File: src/rtl/core/pol_pkg.sv
// Shared types and codes for the positional ordered list.
// Operation, status and cell command codes, plus default sizes.
// No dependencies.
package pol_pkg;

   // Default sizes handed to the top level parameters
   localparam int DEPTH_DEF = 16;
   localparam int WIDTH_DEF = 32;

   // Fixed field widths of the stream payloads
   localparam int OP_W    = 2;
   localparam int POS_W   = 5;
   localparam int VALUE_W = 32;
   localparam int STAT_W  = 2;
   localparam int COUNT_W = 5;

   // Padded stream widths (whole bytes)
   localparam int REQ_DATA_W = 40;
   localparam int RSP_DATA_W = 40;

   typedef enum logic [OP_W-1:0] {
      OP_APPEND = 2'd0,
      OP_INSERT = 2'd1,
      OP_DELETE = 2'd2,
      OP_READ   = 2'd3
   } op_type;

   typedef enum logic [STAT_W-1:0] {
      ST_DONE  = 2'd0,
      ST_RANGE = 2'd1,
      ST_FULL  = 2'd2
   } status_type;

   // What every cell does in a cycle
   typedef enum logic [1:0] {
      CELL_HOLD   = 2'd0,
      CELL_PUT    = 2'd1,
      CELL_INSERT = 2'd2,
      CELL_DELETE = 2'd3
   } cell_mode_type;

   typedef struct packed {
      logic          update;
      cell_mode_type mode;
   } cell_cmd_type;

endpackage

File: src/rtl/core/pol_cell.sv
// One storage cell of the positional ordered list.
// Holds one entry and takes a neighbour's entry on insert and delete.
// Depends on pol_pkg.
module pol_cell #(
   parameter int IDX   = 0,
   parameter int DEPTH = pol_pkg::DEPTH_DEF,
   parameter int WIDTH = pol_pkg::WIDTH_DEF,
   parameter int IDX_W = (DEPTH > 1) ? $clog2(DEPTH) : 1
) (
   input  logic                  clock,
   input  pol_pkg::cell_cmd_type cmd,
   input  logic [IDX_W-1:0]      target_idx,
   input  logic [WIDTH-1:0]      wr_data,
   input  logic [WIDTH-1:0]      left_data,   // entry of the cell one place lower
   input  logic [WIDTH-1:0]      right_data,  // entry of the cell one place higher
   output logic [WIDTH-1:0]      entry
);
   import pol_pkg::*;

   localparam logic [IDX_W-1:0] MY_IDX = IDX_W'(IDX);

   logic [WIDTH-1:0] data_ff;
   logic [WIDTH-1:0] data_in;

   // Next entry: load, take from left (opening a gap) or from right (closing one)
   always_comb begin
      data_in = data_ff;
      if (cmd.update) begin
         case (cmd.mode)
            CELL_PUT: begin
               if (MY_IDX == target_idx) data_in = wr_data;
            end
            CELL_INSERT: begin
               if (MY_IDX == target_idx) data_in = wr_data;
               else if (MY_IDX > target_idx) data_in = left_data;
            end
            CELL_DELETE: begin
               if (MY_IDX >= target_idx) data_in = right_data;
            end
            default: begin
               data_in = data_ff;
            end
         endcase
      end
   end

   // Payload only, no reset
   always_ff @(posedge clock) begin
      data_ff <= data_in;
   end

   assign entry = data_ff;

endmodule

File: src/rtl/core/positional_ordered_list_unit.sv
// Positional ordered list: append, insert, delete and read by position.
// Response: registered, and valid in the cycle after the request transfer.
// Throughput: one request per cycle while responses are taken; the chain of cells shifts the
// affected entries in the same cycle, so an insert or delete costs no more than an append.
// Reset: synchronous, active high; empties the list and drops any pending response.
module positional_ordered_list_unit #(
   parameter int DEPTH = pol_pkg::DEPTH_DEF,
   parameter int WIDTH = pol_pkg::WIDTH_DEF
) (
   input  logic                           clock,
   input  logic                           reset,
   input  logic                           req_tvalid,
   output logic                           req_tready,
   // [4:0] position, [36:5] value, [39:37] zero
   input  logic [pol_pkg::REQ_DATA_W-1:0] req_tdata,
   // [1:0] operation
   input  logic [pol_pkg::OP_W-1:0]       req_tuser,
   output logic                           rsp_tvalid,
   input  logic                           rsp_tready,
   // [31:0] read_value, [36:32] entry_count, [39:37] zero
   output logic [pol_pkg::RSP_DATA_W-1:0] rsp_tdata,
   // [1:0] status
   output logic [pol_pkg::STAT_W-1:0]     rsp_tuser
);
   import pol_pkg::*;

   localparam int IDX_W = (DEPTH > 1) ? $clog2(DEPTH) : 1;
   localparam int CNT_W = $clog2(DEPTH + 1);
   localparam int CMP_W = (CNT_W > POS_W) ? CNT_W : POS_W;
   localparam logic [CMP_W-1:0] FULL_CNT = CMP_W'(DEPTH);

   // Request fields
   op_type             req_op;
   logic [POS_W-1:0]   req_pos;
   logic [VALUE_W-1:0] req_value;
   logic               accept;

   // Control and response registers
   logic [CNT_W-1:0]   count_ff;
   logic [CNT_W-1:0]   count_in;
   logic               rsp_valid_ff;
   status_type         status_ff;
   status_type         status_in;
   logic [VALUE_W-1:0] read_ff;
   logic [VALUE_W-1:0] read_in;
   logic [COUNT_W-1:0] rsp_count_ff;

   // Decode helpers
   logic [CMP_W-1:0]   cnt_ext;
   logic [CMP_W-1:0]   pos_ext;
   logic [CMP_W-1:0]   pos_m1;
   logic               pos_ok;
   logic               full;
   logic [63:0]        value_ext;
   logic [WIDTH-1:0]   wr_data;
   logic [63:0]        rd_ext;
   logic [IDX_W-1:0]   target_idx;
   cell_cmd_type       cmd;

   logic [WIDTH-1:0]   cell_q [DEPTH];

   assign req_op    = op_type'(req_tuser);
   assign req_pos   = req_tdata[POS_W-1:0];
   assign req_value = req_tdata[POS_W+VALUE_W-1:POS_W];

   // Output register frees the input side once the response is taken
   assign req_tready = !reset && (!rsp_valid_ff || rsp_tready);
   assign accept     = req_tvalid && req_tready;

   assign cnt_ext   = CMP_W'(count_ff);
   assign pos_ext   = CMP_W'(req_pos);
   assign pos_m1    = pos_ext - CMP_W'(1);
   assign pos_ok    = (pos_ext != '0) && (pos_ext <= cnt_ext);
   assign full      = (cnt_ext == FULL_CNT);
   assign value_ext = 64'(req_value);
   assign wr_data   = value_ext[WIDTH-1:0];
   assign rd_ext    = 64'(cell_q[pos_m1[IDX_W-1:0]]);

   // Operation decode: status, cell command and next count
   always_comb begin
      status_in  = ST_DONE;
      read_in    = '0;
      count_in   = count_ff;
      cmd.update = 1'b0;
      cmd.mode   = CELL_HOLD;
      target_idx = pos_m1[IDX_W-1:0];
      case (req_op)
         OP_APPEND: begin
            target_idx = cnt_ext[IDX_W-1:0];
            if (full) begin
               status_in = ST_FULL;
            end else begin
               cmd.mode = CELL_PUT;
               count_in = count_ff + CNT_W'(1);
            end
         end
         OP_INSERT: begin
            if (!pos_ok) begin
               status_in = ST_RANGE;
            end else if (full) begin
               status_in = ST_FULL;
            end else begin
               cmd.mode = CELL_INSERT;
               count_in = count_ff + CNT_W'(1);
            end
         end
         OP_DELETE: begin
            if (!pos_ok) begin
               status_in = ST_RANGE;
            end else begin
               cmd.mode = CELL_DELETE;
               count_in = count_ff - CNT_W'(1);
            end
         end
         OP_READ: begin
            if (!pos_ok) status_in = ST_RANGE;
            else read_in = rd_ext[VALUE_W-1:0];
         end
         default: begin
            status_in = ST_DONE;
         end
      endcase
      if (!accept) begin
         cmd.mode = CELL_HOLD;
         count_in = count_ff;
      end
      cmd.update = accept && (cmd.mode != CELL_HOLD);
   end

   // Row of cells, each linked to its neighbours
   for (genvar k = 0; k < DEPTH; k++) begin : g_cell
      logic [WIDTH-1:0] left_data;
      logic [WIDTH-1:0] right_data;

      if (k == 0) begin : g_first
         assign left_data = cell_q[k];
      end else begin : g_mid_lo
         assign left_data = cell_q[k-1];
      end
      if (k == DEPTH - 1) begin : g_last
         assign right_data = cell_q[k];
      end else begin : g_mid_hi
         assign right_data = cell_q[k+1];
      end

      pol_cell #(
         .IDX   (k),
         .DEPTH (DEPTH),
         .WIDTH (WIDTH),
         .IDX_W (IDX_W)
      ) u_cell (
         .clock      (clock),
         .cmd        (cmd),
         .target_idx (target_idx),
         .wr_data    (wr_data),
         .left_data  (left_data),
         .right_data (right_data),
         .entry      (cell_q[k])
      );
   end

   // Count and response handshake
   always_ff @(posedge clock) begin
      if (reset) begin
         count_ff     <= '0;
         rsp_valid_ff <= 1'b0;
      end else begin
         count_ff <= count_in;
         if (accept) rsp_valid_ff <= 1'b1;
         else if (rsp_tready) rsp_valid_ff <= 1'b0;
      end
   end

   // Response payload, loaded on each request transfer
   always_ff @(posedge clock) begin
      if (accept) begin
         status_ff    <= status_in;
         read_ff      <= read_in;
         rsp_count_ff <= COUNT_W'(count_in);
      end
   end

   assign rsp_tvalid = rsp_valid_ff;
   assign rsp_tuser  = status_ff;
   assign rsp_tdata  = {(RSP_DATA_W - VALUE_W - COUNT_W)'(0), rsp_count_ff, read_ff};

endmodule
File: config.mk
export PLATFORM = sky130hd
export DESIGN_NAME = positional_ordered_list_unit
export DESIGN_NICKNAME = d
export VERILOG_FILES = /design/src/rtl/core/pol_pkg.sv /design/src/rtl/core/pol_cell.sv /design/src/rtl/core/positional_ordered_list_unit.sv
export SDC_FILE = /design/constraint.sdc
export NUM_CORES = 2
export LEC_CHECK = 0
export ABC_AREA = 1
export BUFFER_PORTS_ARGS = -buffer_cell sky130_fd_sc_hd__buf_2
export CORE_UTILIZATION = 45
export CTS_CLUSTER_DIAMETER = 30
export DETAILED_ROUTE_END_ITERATION = 10
export PLACE_DENSITY = 0.69
export SYNTH_ARGS = -nofsm -noshare
export SYNTH_HDL_FRONTEND = slang
export SYNTH_HIERARCHICAL = 1
export SYNTH_SLANG_ARGS = --single-unit
File: constraint.sdc
create_clock -name clock -period 9.3 [get_ports clock]
set_input_delay 0 -clock clock [delete_from_list [all_inputs] [get_ports clock]]
set_output_delay 0 -clock clock [all_outputs]
set_load 0.05 [all_outputs]
==> metrics.csv <==
metric,value,unit
status,completed,
Die Height,320,um
worst-path maximum fanout,246,
worst-margin pin slew,1.18,ns
detailed placement HPWL,90.6,mm
Detailed Route WL,144,mm
Synth area leaders,"edfxtp_1 (36%), nand3_1 (16%), inv_1 (12%)",
Max Slew Vio Count,0,
core area,0.100,mm^2
startpoint types,input pin,
grt ovf,0,
Die Wd,320,um
Tightest Hold Check Type,in2reg,
Worst-path clk slew,0.06,ns
CTS tree,yes,
pre-CTS setup slack,4.29,ns
Synth Instances,6632,
Port Buf Inserts,83,
Post-synth EDFFs,551,
hold_buf cts,46,
Num CTS Buffers,155,
layout cell share with drive strength beyond 1,7.61,%
"Hold Vio Cnt, Final",0,
Total GRT Usage,27.5,%
Pre-antenna DRT Iters,7,
synth cell count leaders,"inv_1 (1476), nand3_1 (1473), nand2_1 (1179)",
CTS resizes,0,
DR WL met2,67.9,mm
I/O pins,90,
CTS root buf,clkbuf_16,
Post-CTS Setup Repair Bufs,0,
first-pass GRT wire length,226,mm
Nets,6560,
residual DRC count,0,
sequential fraction of the synthesis area,36.6,%
fin crit period,4.72,ns
Final period util,50.7,%
largest net degree at the start of global routing,247,
initial DRC count,5268,
max-cap violations,0,
Synth Register Bits,557,
Synth area leader,edfxtp_1,
f_max,212,MHz
Setup CP Type,in2reg,
RSZ-0062 raised after global routing,false,
Finished Cell Area,0.0508,mm^2
Ys Warns,6,
Top Metal Used,met5,
Post-DRT Antenna Nets,0,
pwr dens,183,mW/mm^2
die area,0.102,mm^2
Initial Utilization,45.5,%
Clock Latency Late Sink,0.75,ns
initial antenna violation count,5,
Via density,5.54,
WL per Instance,18.2,um
area delta synth->final,11.5,%
routed via count,43900,
Core Rows,116,
Synth Flop Type,edfxtp_1,
worst path arrival time,5.11,ns
"count leader, synth",inv_1,
Post-Route Skew,0.0437,ns
placed cell area,0.0452,mm^2
worst setup margin,4.58,ns
Leakage,23.5,nW
Netlist cell types,49,
vias in the first global route,40800,
number of clock sinks,557,
Bufs on Longest Clock Path,3,
CP Capture Type,register,
Post-synth ARST share,0,%
Synth Area per Inst,6.87,um^2
Synth top area share,36.3,%
required time of the worst setup path,9.69,ns
setup TNS,0,ns
synthesized cell area,0.0455,mm^2
routability congestion estimate,0.864,
M1 wire length,58.0,mm
Slew HR,21.3,%
H-tree Lvls,4,
setup-violating endpoint count in the final report,0,
WL met3,14.2,mm
maximum vdd drop,0.161,mV
==> per-stage QoR <==
step           instances  power [mW]  hold WS, ns  util [%]
6_report            7932        9.31        0.104      50.7
5_1_grt             7932        9.60        0.118      50.7
4_1_cts             7931        9.32       0.0564      50.7
3_5_place_dp        7600        4.05        0.298      45.1
3_3_place_gp        7600        4.02        0.289      45.1
2_1_floorplan       6634        3.76        0.145         -
==> placed cells by master, fill, tap and decap left out, types with 26 or more instances in the layout <==
cell type	instances
o32ai_1	62
clkinv_2	26
buf_4	55
o21bai_1	30
clkbuf_1	29
clkinv_1	42
inv_1	1476
clkbuf_16	158
nor2_4	34
edfxtp_1	551
mux2i_1	64
o221ai_1	62
o21ai_0	624
o21ai_1	87
nand3_1	1473
dlygate4sd3_1	46
nor2_1	317
buf_2	82
nand2_1	1179
a21oi_1	50
==> final cells by class <==
| class | instances | area, um^2 |
|---|---|---|
| timing repair buffer | 189 | 1400 |
| fill | 9564 | 49400 |
| inverter | 1511 | 5680 |
| sequential | 557 | 16700 |
| tap | 1298 | 1620 |
| clock buffer | 187 | 4060 |
| clock inverter | 98 | 1030 |
| antenna | 1 | 2.50 |
| multi-input combinational | 4091 | 20300 |
==> power breakdown <==
part	internal (mW)	leakage [nW]	switching [mW]
combinational	0.317	16.0	0.934
sequential	2.80	5.03	0.00852
clock	3.60	2.48	1.65
total	6.72	23.5	2.59
==> critical path: stages <==
cell	delay (ns)
buf_8	0.60
inv_6	0.45
ha_4	0.31
nand3b_1	0.07
dlygate4sd3_1	0.56
nand2_2	0.12
nor2_1	0.26
inv_2	0.14
a21oi_4	0.24
buf_12	0.58
inv_1	0.26
a21oi_4	0.65
buf_4	0.44
==> layer usage <==
layer | global-route usage, % | vias to the layer above
met5 | 0 | -
met2 | 45.9 | 2338
met4 | 10.4 | 2
met1 | 35.7 | 20000
li1 | - | 21200
met3 | 4.41 | 337
==> cells by family after synthesis <==
logic type | share of synthesized area (%)
AND/OR/NAND/NOR | 30.2
other | 0.00824
XOR/XNOR | 0.192
multiplexers | 1.41
buffers and inverters | 19.3
flip-flops | 36.6
adder cells (fa/ha/maj) | 0.247
AO/OA/AOI/OAI | 12.1
==> registers in the layout, indices dropped and copies added (netlist names) <==
| register | count |
|---|---|
| g_cell.u_cell/entry | 512 |
| read_ff | 32 |
| cnt_ext | 5 |
| rsp_count_ff | 5 |
| rsp_tuser | 2 |
| rsp_tvalid | 1 |
==> path summary, 6_finish.rpt <==
kind	cells past startpoint	slack (ns)	end	from
worst max-delay path	13	4.58	g_cell[13].u_cell/entry[14]$_DFFE_PP_	req_tdata[0]
worst min-delay path	6	0.10	read_ff[7]$_SDFFCE_PN0P_	rsp_tready
worst max register to register	15	4.64	g_cell[13].u_cell/entry[14]$_DFFE_PP_	cnt_ext[2]$_SDFF_PP0_
worst min register to register	4	0.63	cnt_ext[4]$_SDFF_PP0_	cnt_ext[4]$_SDFF_PP0_
No activity file was read; power rests on OpenSTA's default activity.
